===== src/mscs_pkg.sv =====
package mscs_pkg;

  // register indexes on the configuration port
  localparam logic [0:0] REG_LEVEL  = 1'b0;
  localparam logic [0:0] REG_THRESH = 1'b1;
  localparam int THRESH_BITS = 8;

  localparam logic [3:0] CASE_SADDLE_A = 4'd5;
  localparam logic [3:0] CASE_SADDLE_B = 4'd10;

  localparam logic [1:0] EDGE_B = 2'd0;  // c0-c1
  localparam logic [1:0] EDGE_R = 2'd1;  // c1-c2
  localparam logic [1:0] EDGE_T = 2'd2;  // c2-c3
  localparam logic [1:0] EDGE_L = 2'd3;  // c3-c0

  typedef struct packed {
    logic [1:0] nseg;
    logic [1:0] s0a;
    logic [1:0] s0b;
    logic [1:0] s1a;
    logic [1:0] s1b;
  } cell_ctrl_t;

  function automatic cell_ctrl_t seg_lookup(input logic [3:0] ci, input logic avg_hi);
    cell_ctrl_t c;
    c = '0;
    unique case (ci)
      4'd1, 4'd14: begin c.nseg = 2'd1; c.s0a = EDGE_B; c.s0b = EDGE_L; end
      4'd2, 4'd13: begin c.nseg = 2'd1; c.s0a = EDGE_B; c.s0b = EDGE_R; end
      4'd3:        begin c.nseg = 2'd1; c.s0a = EDGE_L; c.s0b = EDGE_R; end
      4'd4, 4'd11: begin c.nseg = 2'd1; c.s0a = EDGE_R; c.s0b = EDGE_T; end
      4'd6, 4'd9:  begin c.nseg = 2'd1; c.s0a = EDGE_B; c.s0b = EDGE_T; end
      4'd7:        begin c.nseg = 2'd1; c.s0a = EDGE_L; c.s0b = EDGE_T; end
      4'd8:        begin c.nseg = 2'd1; c.s0a = EDGE_T; c.s0b = EDGE_L; end
      4'd12:       begin c.nseg = 2'd1; c.s0a = EDGE_R; c.s0b = EDGE_L; end
      CASE_SADDLE_A, CASE_SADDLE_B: begin
        c.nseg = 2'd2;
        if ((ci == CASE_SADDLE_A) == avg_hi) begin
          c.s0a = EDGE_B; c.s0b = EDGE_R; c.s1a = EDGE_T; c.s1b = EDGE_L;
        end else begin
          c.s0a = EDGE_B; c.s0b = EDGE_L; c.s1a = EDGE_R; c.s1b = EDGE_T;
        end
      end
      default: c = '0;
    endcase
    return c;
  endfunction

endpackage


===== src/mscs_front.sv =====
module mscs_front #(
  parameter int VALUE_BITS = 16
) (
  input  logic [VALUE_BITS-1:0]   level,
  input  logic [4*VALUE_BITS-1:0] vals,
  output mscs_pkg::cell_ctrl_t    ctrl
);
  import mscs_pkg::*;

  logic [3:0] ci;
  logic signed [VALUE_BITS+1:0] sum;
  logic signed [VALUE_BITS+1:0] level4;

  always_comb begin
    sum = '0;
    for (int k = 0; k < 4; k++) begin
      ci[k] = $signed(vals[k*VALUE_BITS +: VALUE_BITS]) >= $signed(level);
      sum = sum + (VALUE_BITS+2)'($signed(vals[k*VALUE_BITS +: VALUE_BITS]));
    end
    level4 = (VALUE_BITS+2)'($signed(level)) <<< 2;
    ctrl = seg_lookup(ci, sum >= level4);
  end

endmodule


===== src/mscs_fifo.sv =====
module mscs_fifo #(
  parameter int W = 8
) (
  input  logic         clk,
  input  logic         rst,
  input  logic         push,
  input  logic [W-1:0] wdata,
  output logic         full,
  input  logic         pop,
  output logic         head_valid,
  output logic [W-1:0] head
);
  logic [W-1:0] mem [0:1];
  logic       wptr;
  logic       rptr;
  logic [1:0] count;

  assign full       = count == 2'd2;
  assign head_valid = count != 2'd0;
  assign head       = mem[rptr];

  always_ff @(posedge clk) begin
    if (push) begin
      mem[wptr] <= wdata;
    end
    if (rst) begin
      wptr  <= 1'b0;
      rptr  <= 1'b0;
      count <= 2'd0;
    end else begin
      if (push) wptr <= ~wptr;
      if (pop)  rptr <= ~rptr;
      count <= count + {1'b0, push} - {1'b0, pop};
    end
  end

  a_no_overflow: assert property (@(posedge clk) disable iff (rst) !(push && full && !pop))
    else $error("queue overflow");
  a_no_underflow: assert property (@(posedge clk) disable iff (rst) pop |-> head_valid)
    else $error("queue underflow");
  a_count_range: assert property (@(posedge clk) disable iff (rst) count != 2'd3)
    else $error("queue count out of range");

endmodule


===== src/mscs_back.sv =====
module mscs_back #(
  parameter int VALUE_BITS    = 16,
  parameter int COORD_BITS    = 16,
  parameter int FRACTION_BITS = 16,
  parameter int OUT_BITS      = 64
) (
  input  logic                    clk,
  input  logic                    rst,
  input  logic [VALUE_BITS-1:0]   level,
  input  logic [7:0]              thresh,
  input  logic                    head_valid,
  input  logic [4*VALUE_BITS-1:0] vals,
  input  logic [4*COORD_BITS-1:0] coords,
  input  mscs_pkg::cell_ctrl_t    ctrl,
  output logic                    pop,
  output logic                    m_tvalid,
  input  logic                    m_tready,
  output logic [OUT_BITS-1:0]     m_tdata,
  output logic                    m_tlast
);
  import mscs_pkg::*;

  localparam int V = VALUE_BITS;
  localparam int C = COORD_BITS;
  localparam int F = FRACTION_BITS;
  localparam int CNT_BITS = $clog2(F);

  localparam logic [2:0] ST_IDLE  = 3'd0;
  localparam logic [2:0] ST_SETUP = 3'd1;
  localparam logic [2:0] ST_DIV   = 3'd2;
  localparam logic [2:0] ST_MUL   = 3'd3;
  localparam logic [2:0] ST_ADD   = 3'd4;
  localparam logic [2:0] ST_STORE = 3'd5;
  localparam logic [2:0] ST_EMIT0 = 3'd6;
  localparam logic [2:0] ST_EMIT1 = 3'd7;

  logic [2:0] state;
  logic       seg;
  logic       ep;

  logic [1:0] e, ca, cb;
  logic signed [C-1:0] p1x, p1y, p2x, p2y, xl, xr, yb, yt;
  logic signed [V-1:0] v1, v2, va, vb;
  logic signed [V:0]   d, num, den;
  logic [V:0]          dmag, an, ad;
  logic signed [C:0]   midx_s, midy_s;
  logic                swap, flat;
  logic signed [C-1:0] pax_c, pay_c, pbx_c, pby_c;

  logic signed [C-1:0] pa_x, pa_y, pb_x, pb_y, pt_x, pt_y;
  logic [V:0]          rem, dvs;
  logic [V+1:0]        rem2;
  logic [F-1:0]        quo;
  logic [CNT_BITS-1:0] cnt;
  logic [C:0]          dxu, dyu;
  logic [F+C:0]        prodx, prody;

  logic signed [C-1:0] sx [0:1];
  logic signed [C-1:0] sy [0:1];
  logic signed [C-1:0] ex [0:1];
  logic signed [C-1:0] ey [0:1];
  logic keep0, keep1, out_free, out_load;

  assign xl = $signed(coords[0*C +: C]);
  assign xr = $signed(coords[1*C +: C]);
  assign yb = $signed(coords[2*C +: C]);
  assign yt = $signed(coords[3*C +: C]);

  always_comb begin
    e  = seg ? (ep ? ctrl.s1b : ctrl.s1a) : (ep ? ctrl.s0b : ctrl.s0a);
    ca = e;
    cb = e + 2'd1;
    p1x = (ca == 2'd0 || ca == 2'd3) ? xl : xr;
    p1y = (ca < 2'd2) ? yb : yt;
    p2x = (cb == 2'd0 || cb == 2'd3) ? xl : xr;
    p2y = (cb < 2'd2) ? yb : yt;
    v1 = $signed(vals[ca*V +: V]);
    v2 = $signed(vals[cb*V +: V]);
    d = (V+1)'(v2) - (V+1)'(v1);
    dmag = d[V] ? (V+1)'(-d) : d;
    flat = (d == '0) || (dmag < (V+1)'(thresh));
    midx_s = ((C+1)'(p1x) + (C+1)'(p2x)) >>> 1;
    midy_s = ((C+1)'(p1y) + (C+1)'(p2y)) >>> 1;
    swap = (p1x > p2x) || (p1x == p2x && p1y > p2y);
    pax_c = swap ? p2x : p1x;
    pay_c = swap ? p2y : p1y;
    pbx_c = swap ? p1x : p2x;
    pby_c = swap ? p1y : p2y;
    va = swap ? v2 : v1;
    vb = swap ? v1 : v2;
    num = (V+1)'($signed(level)) - (V+1)'(va);
    den = (V+1)'(vb) - (V+1)'(va);
    an = num[V] ? (V+1)'(-num) : num;
    ad = den[V] ? (V+1)'(-den) : den;
    rem2 = {rem, 1'b0};
    dxu = (C+1)'(pb_x) - (C+1)'(pa_x);
    dyu = (C+1)'(pb_y) - (C+1)'(pa_y);
    keep0 = (ctrl.nseg != 2'd0) && (sx[0] != ex[0] || sy[0] != ey[0]);
    keep1 = (ctrl.nseg == 2'd2) && (sx[1] != ex[1] || sy[1] != ey[1]);
    out_free = !m_tvalid || m_tready;
    out_load = out_free && ((state == ST_EMIT0 && keep0) || (state == ST_EMIT1 && keep1));
    pop = (state == ST_IDLE && head_valid && ctrl.nseg == 2'd0)
       || (state == ST_EMIT1 && (!keep1 || out_free));
  end

  always_ff @(posedge clk) begin
    unique case (state)
      ST_SETUP: begin
        pa_x <= pax_c; pa_y <= pay_c; pb_x <= pbx_c; pb_y <= pby_c;
        rem <= an; dvs <= ad; cnt <= '0;
        if (flat) begin
          pt_x <= midx_s[C-1:0]; pt_y <= midy_s[C-1:0];
        end else if (num == '0 || num[V] != den[V]) begin
          pt_x <= pax_c; pt_y <= pay_c;
        end else begin
          pt_x <= pbx_c; pt_y <= pby_c;
        end
      end
      ST_DIV: begin
        cnt <= cnt + 1'b1;
        if (rem2 >= {1'b0, dvs}) begin
          rem <= (V+1)'(rem2 - {1'b0, dvs});
          quo <= {quo[F-2:0], 1'b1};
        end else begin
          rem <= rem2[V:0];
          quo <= {quo[F-2:0], 1'b0};
        end
      end
      ST_MUL: begin
        prodx <= (F+C+1)'(quo) * (F+C+1)'(dxu);
        prody <= (F+C+1)'(quo) * (F+C+1)'(dyu);
      end
      ST_ADD: begin
        pt_x <= pa_x + $signed(prodx[F +: C]);
        pt_y <= pa_y + $signed(prody[F +: C]);
      end
      ST_STORE: begin
        if (ep) begin
          ex[seg] <= pt_x; ey[seg] <= pt_y;
        end else begin
          sx[seg] <= pt_x; sy[seg] <= pt_y;
        end
      end
      default: ;
    endcase
    if (out_load) begin
      m_tdata <= (state == ST_EMIT0)
        ? OUT_BITS'({ey[0], ex[0], sy[0], sx[0]})
        : OUT_BITS'({ey[1], ex[1], sy[1], sx[1]});
      m_tlast <= (state == ST_EMIT1) || !keep1;
    end
    if (rst) begin
      state    <= ST_IDLE;
      seg      <= 1'b0;
      ep       <= 1'b0;
      m_tvalid <= 1'b0;
    end else begin
      if (out_load) m_tvalid <= 1'b1;
      else if (m_tready) m_tvalid <= 1'b0;
      unique case (state)
        ST_IDLE: begin
          seg <= 1'b0;
          ep  <= 1'b0;
          if (head_valid && ctrl.nseg != 2'd0) state <= ST_SETUP;
        end
        ST_SETUP: begin
          if (flat || num == '0 || num[V] != den[V] || an >= ad) state <= ST_STORE;
          else state <= ST_DIV;
        end
        ST_DIV: if (cnt == CNT_BITS'(F-1)) state <= ST_MUL;
        ST_MUL: state <= ST_ADD;
        ST_ADD: state <= ST_STORE;
        ST_STORE: begin
          ep <= ~ep;
          if (!ep) begin
            state <= ST_SETUP;
          end else if (!seg && ctrl.nseg == 2'd2) begin
            seg   <= 1'b1;
            state <= ST_SETUP;
          end else begin
            state <= ST_EMIT0;
          end
        end
        ST_EMIT0: if (!keep0 || out_free) state <= ST_EMIT1;
        ST_EMIT1: if (!keep1 || out_free) state <= ST_IDLE;
        default: state <= ST_IDLE;
      endcase
    end
  end

  a_pop_has_item: assert property (@(posedge clk) disable iff (rst) pop |-> head_valid)
    else $error("pop without queued item");
  a_div_nonzero: assert property (@(posedge clk) disable iff (rst)
    state == ST_DIV |-> dvs != '0)
    else $error("division by zero");
  a_load_free: assert property (@(posedge clk) disable iff (rst)
    out_load |-> (!m_tvalid || m_tready))
    else $error("output register overwritten");
  a_work_has_item: assert property (@(posedge clk) disable iff (rst)
    state != ST_IDLE |-> head_valid)
    else $error("working without an item");

endmodule


===== src/marching_squares_cell_segments.sv =====
// channel   | direction | tdata fields (low bit up)                              | tlast
// s_        | in        | value_c0..value_c3, x_left, x_right, y_bottom, y_top  | -
// m_        | out       | start_x, start_y, end_x, end_y                         | last_of_cell
// cfg_      | in        | index 0 contour_level, index 1 flat_threshold          | -
// Cells enter a two-entry queue at up to one per cycle; the back end works one at a time.
// Up to 4 endpoints per cell, each set directly (flat, clamped: SETUP, STORE) or by the single
// bit-serial divider (SETUP, DIV, MUL, ADD, STORE); segments then leave via EMIT0, EMIT1.
// Reset (rst, synchronous) clears the queue, sequencer and output valid; level 0, threshold 1.
// m_tready low holds the output and stalls the back end; s_tready drops when the queue is full.
module marching_squares_cell_segments #(
  parameter int VALUE_BITS    = 16,
  parameter int COORD_BITS    = 16,
  parameter int FRACTION_BITS = 16
) (
  input  logic clk,
  input  logic rst,
  input  logic s_tvalid,
  output logic s_tready,
  // value_c0, value_c1, value_c2, value_c3, x_left, x_right, y_bottom, y_top
  input  logic [((4*VALUE_BITS+4*COORD_BITS+7)/8)*8-1:0] s_tdata,
  output logic m_tvalid,
  input  logic m_tready,
  // start_x, start_y, end_x, end_y
  output logic [((4*COORD_BITS+7)/8)*8-1:0] m_tdata,
  output logic m_tlast,
  input  logic cfg_we,
  input  logic [0:0] cfg_index,
  input  logic [VALUE_BITS-1:0] cfg_data
);
  import mscs_pkg::*;

  localparam int OUT_BITS = ((4*COORD_BITS+7)/8)*8;
  localparam int QW = $bits(cell_ctrl_t) + 4*COORD_BITS + 4*VALUE_BITS;

  logic [VALUE_BITS-1:0] level;
  logic [7:0]            thresh;
  cell_ctrl_t            in_ctrl, head_ctrl;
  logic [QW-1:0]         q_in, q_head;
  logic                  q_full, q_pop, q_valid, push;

  always_ff @(posedge clk) begin
    if (rst) begin
      level  <= '0;
      thresh <= 8'd1;
    end else if (cfg_we) begin
      unique case (cfg_index)
        REG_LEVEL:  level  <= cfg_data;
        REG_THRESH: thresh <= cfg_data[THRESH_BITS-1:0];
        default: ;
      endcase
    end
  end

  mscs_front #(.VALUE_BITS(VALUE_BITS)) u_front (
    .level (level),
    .vals  (s_tdata[4*VALUE_BITS-1:0]),
    .ctrl  (in_ctrl)
  );

  assign s_tready = !q_full;
  assign push     = s_tvalid && s_tready;
  assign q_in     = {in_ctrl, s_tdata[4*VALUE_BITS +: 4*COORD_BITS], s_tdata[4*VALUE_BITS-1:0]};

  mscs_fifo #(.W(QW)) u_queue (
    .clk        (clk),
    .rst        (rst),
    .push       (push),
    .wdata      (q_in),
    .full       (q_full),
    .pop        (q_pop),
    .head_valid (q_valid),
    .head       (q_head)
  );

  assign head_ctrl = q_head[QW-1 -: $bits(cell_ctrl_t)];

  mscs_back #(
    .VALUE_BITS    (VALUE_BITS),
    .COORD_BITS    (COORD_BITS),
    .FRACTION_BITS (FRACTION_BITS),
    .OUT_BITS      (OUT_BITS)
  ) u_back (
    .clk        (clk),
    .rst        (rst),
    .level      (level),
    .thresh     (thresh),
    .head_valid (q_valid),
    .vals       (q_head[4*VALUE_BITS-1:0]),
    .coords     (q_head[4*VALUE_BITS +: 4*COORD_BITS]),
    .ctrl       (head_ctrl),
    .pop        (q_pop),
    .m_tvalid   (m_tvalid),
    .m_tready   (m_tready),
    .m_tdata    (m_tdata),
    .m_tlast    (m_tlast)
  );

endmodule


===== config.mk =====
export PLATFORM = sky130hd
export DESIGN_NAME = marching_squares_cell_segments
export DESIGN_NICKNAME = d
export VERILOG_FILES = /design/src/mscs_pkg.sv /design/src/mscs_front.sv /design/src/mscs_fifo.sv /design/src/mscs_back.sv /design/src/marching_squares_cell_segments.sv
export SDC_FILE = /design/constraint.sdc
export NUM_CORES = 2
export LEC_CHECK = 0
export BUFFER_PORTS_ARGS = -buffer_cell sky130_fd_sc_hd__buf_2
export CORE_ASPECT_RATIO = 1.75
export CORE_MARGIN = 2
export CORE_UTILIZATION = 33
export DETAILED_ROUTE_END_ITERATION = 12
export HOLD_SLACK_MARGIN = 0.03
export PLACE_DENSITY = 0.6
export SYNTH_ARGS = -nofsm -noshare
export SYNTH_HDL_FRONTEND = slang
export SYNTH_SLANG_ARGS = --single-unit
export TNS_END_PERCENT = 100

===== constraint.sdc =====
create_clock -name clk -period 14.5 [get_ports clk]
set_clock_uncertainty 0.15 [all_clocks]
set_input_delay 1.45 -clock clk [delete_from_list [all_inputs] [get_ports clk]]
set_output_delay 1.45 -clock clk [all_outputs]
set_load 0.005 [all_outputs]

==> impl_metrics.toml <==
[run_status]
run_status = "finished, final reports clean"

[worst_setup_path]
critPathMostFrequentCell = "o21ai_0"
path_depth = 47
timing.critical_path.slowest_cell_delay_ns = 0.66
worst-r2r-cell-count = 47
worst-path-buf-inv = 5
crit_path_end_kind = "flop"
startpoint = "u_back.seg"
start_kind = "flop"
rrSetupSlack_ns = 2.06
crit-reg2reg-capture = "u_back.state[0]"
critical_path.reg2reg.startpoint = "u_back.seg"
crit_family = "compound AO/OA/AOI/OAI gates"
endpoint = "u_back.state[0]"
critPathSlowestCell = "or2_2"
worstPathRequired_ns = 14.87
cp_class = "reg2reg"
critical_path.max_fanout = 82
arrival_ns = 12.81

[clock_network]
worst_setup_hold_path_clk_slew_ns = 0.07
cts.root.buffer_cell = "clkbuf_16"
clk_path_buf_depth = 3
htree_levels = 3
postCtsHoldBufs = 0
clk_latency_ns = 0.69
post_cts_resized = 0
cts_setup_buffers = 0
clock_tree_from_tritoncts = "built"
cts_made_buffers = 66
cts_sinks = 684

[timing]
slew_headroom = 0.1411
drv_slew = 0
hold_viol_final = 0
max_slew.worst_pin.slew_ns = 1.286
finalWorstPathRequiredPeriod_ns = 12.44
final_setup_violating_endpoints = 0
setup_total_negative_slack_ns = 0
layout_worst_path_cycle_share = 0.8578
fmaxAchievable_ghz = 0.08040
rsz0062_at_grt = "false"

[cells_and_area]
layout-drive-gt1-share = 0.1150
nNetsFinal = 6583
post-route-cell-area_sq_um = 62920
area_growth_from_synthesis_to_layout_pct = 10.91

[global_route]
gr-total-overflow = 0
antenna_found_initial = 32
grt_first_pass_wirelength_mm = 246.1
first_global_vias = 41480
pin_count_of_the_biggest_net_entering_global_routing = 127
groute.usage.overall = 0.1839

[drt]
number_of_iterations_in_the_first_detailed_routing_pass = 5
initialDrtViolationCount = 2299
drt.antenna.violating_nets = 0
routed_wl_mm = 161.6
drc = 0
via_per_inst = 5.061
route.detailed.wl_per_inst_microns = 20.78
vias = 39370

[synthesis]
synth.yosys.warnings = 0
synth_cell_type_count = 84
synthesis.instances = 5337
synth.net_count = 6438
main_synth_ff_type = "edfxtp_1"
syn-mean-instance-area_sq_um = 10.63
postSynth.asyncResetShare = 0
ys_seq_area_frac = 0.3559
synth_enable_flop_cells = 649
synth.cell_area_sq_um = 56730
synth-seq-cells = 684

[floorplan]
die_h_microns = 552.5
io_pins = 217
core_area_sq_um = 171000
design.die.area_sq_um = 175400
start_util = 0.3317
placement_rows = 201
die-width_microns = 317.4

[min_path]
timing.hold.worst.class = "reg2reg"

[placed_design]
place.detailed.hpwl_mm = 128.3
placed_instance_area_sq_um = 60550
gp_routability_congestion = 0.9572
io_buffers = 216

[flow_run]
maxCapViolCount = 0
worst register-to-register path: cells and delay by family (launching register included):
family,cells,cell delay (ns)
xor+xnor,1,0.25
fa+ha+maj,4,1.32
compound gates,23,4.35
flops,1,0.63
buf+inv,5,1.73
simple gates,11,2.80
mux,3,1.09
area by class of cell:
type                            count  area (sq um)
Inverter                          711          2670
Timing Repair Buffer              293          1697
Fill cell                       16880        108100
Antenna cell                       15         37.54
Clock inverter                     39         578.1
Clock buffer                       78          1749
Sequential cell                   684         20190
Multi-Input combinational cell   3726         33200
Tap cell                         2233          2794
cell families (layout without fill, tap and decap cells):
logic type                 count (synthesis)  after routing  share of synthesized area
buffers and inverters                    927           1121                    0.06222
xor gates and xnor gates                 264            264                    0.04076
DFF                                      684            684                     0.3559
other                                      0             15                          0
adders and majority gates                952            952                     0.2700
and+or+nand+nor                         1389           1389                     0.1138
AOI/OAI and AO/OA                        829            829                    0.08910
muxes                                    292            292                    0.06821
registers in the layout, summed over array words and instances (netlist names), 17 cells and up, named ones only:
register        count
u_back.m_tdata     64
u_back.sx          32
u_back.ex          32
u_back.dvs         17
u_back.rem         17
u_back.sy          32
u_queue.mem       274
u_back.ey          32
worst min-delay path by stage:
stage	cells past startpoint	slack [ns]	end	start
final	2	0.31	thresh[7]	thresh[7]
after global routing	2	0.34	thresh[5]	thresh[5]
after CTS	2	0.31	thresh[1]	thresh[1]
after detailed placement	2	0.30	thresh[1]	thresh[1]
after global placement	2	0.30	thresh[6]	thresh[6]
after floorplan	0	0.27	u_back.quo[5]	u_back.quo[4]
per-layer routing:
layer,wire [microns],track usage,vias up
li1,-,-,18400
met1,56220,0.1854,19610
met2,88780,0.3594,970
met3,6235,0.02370,376
met4,10290,0.1033,18
met5,126,0,-
synthesized netlist by cell type (113+ instances only):
master	count	area, sq um
o21ai_0	217	1086
and2_1	184	1151
mux2i_1	114	1141
fa_1	454	9089
nor2_1	247	927.1
edfxtp_1	649	19490
xnor2_1	174	1524
a21oi_1	265	1326
ha_1	497	6218
mux2_2	113	1272
clkbuf_1	172	645.6
inv_1	711	2669
nand2_1	623	2338
through the flow:
stage,hold slack [ns],utilization,cells,worst slack [ns]
after floorplan,0.2744,-,5337,1.901
after global placement,0.2968,0.3541,7647,2.001
after detailed placement,0.2995,0.3541,7647,1.962
after CTS,0.3092,0.3677,7764,1.894
after global routing,0.3358,0.3678,7771,1.084
final,0.3081,0.3679,7779,2.062
cell usage in the layout (no fill, tap or decap), types with 42 or more instances in the layout:
cell type	count
ha_1	497
fa_1	454
nor2b_1	73
xor2_1	87
xnor2_1	169
o21ai_0	216
mux2i_1	111
nand2b_1	42
inv_1	710
clkbuf_16	67
a21o_1	63
nor2_1	240
and2_1	184
a21oi_1	264
edfxtp_1	649
buf_2	216
nand2_1	622
nand3_1	53
nor3_1	43
mux4_2	64
mux2_2	113
buf_4	74
Power is not shown: default switching activity piles up to over one toggle a cycle in this logic, so the estimate is an artifact.
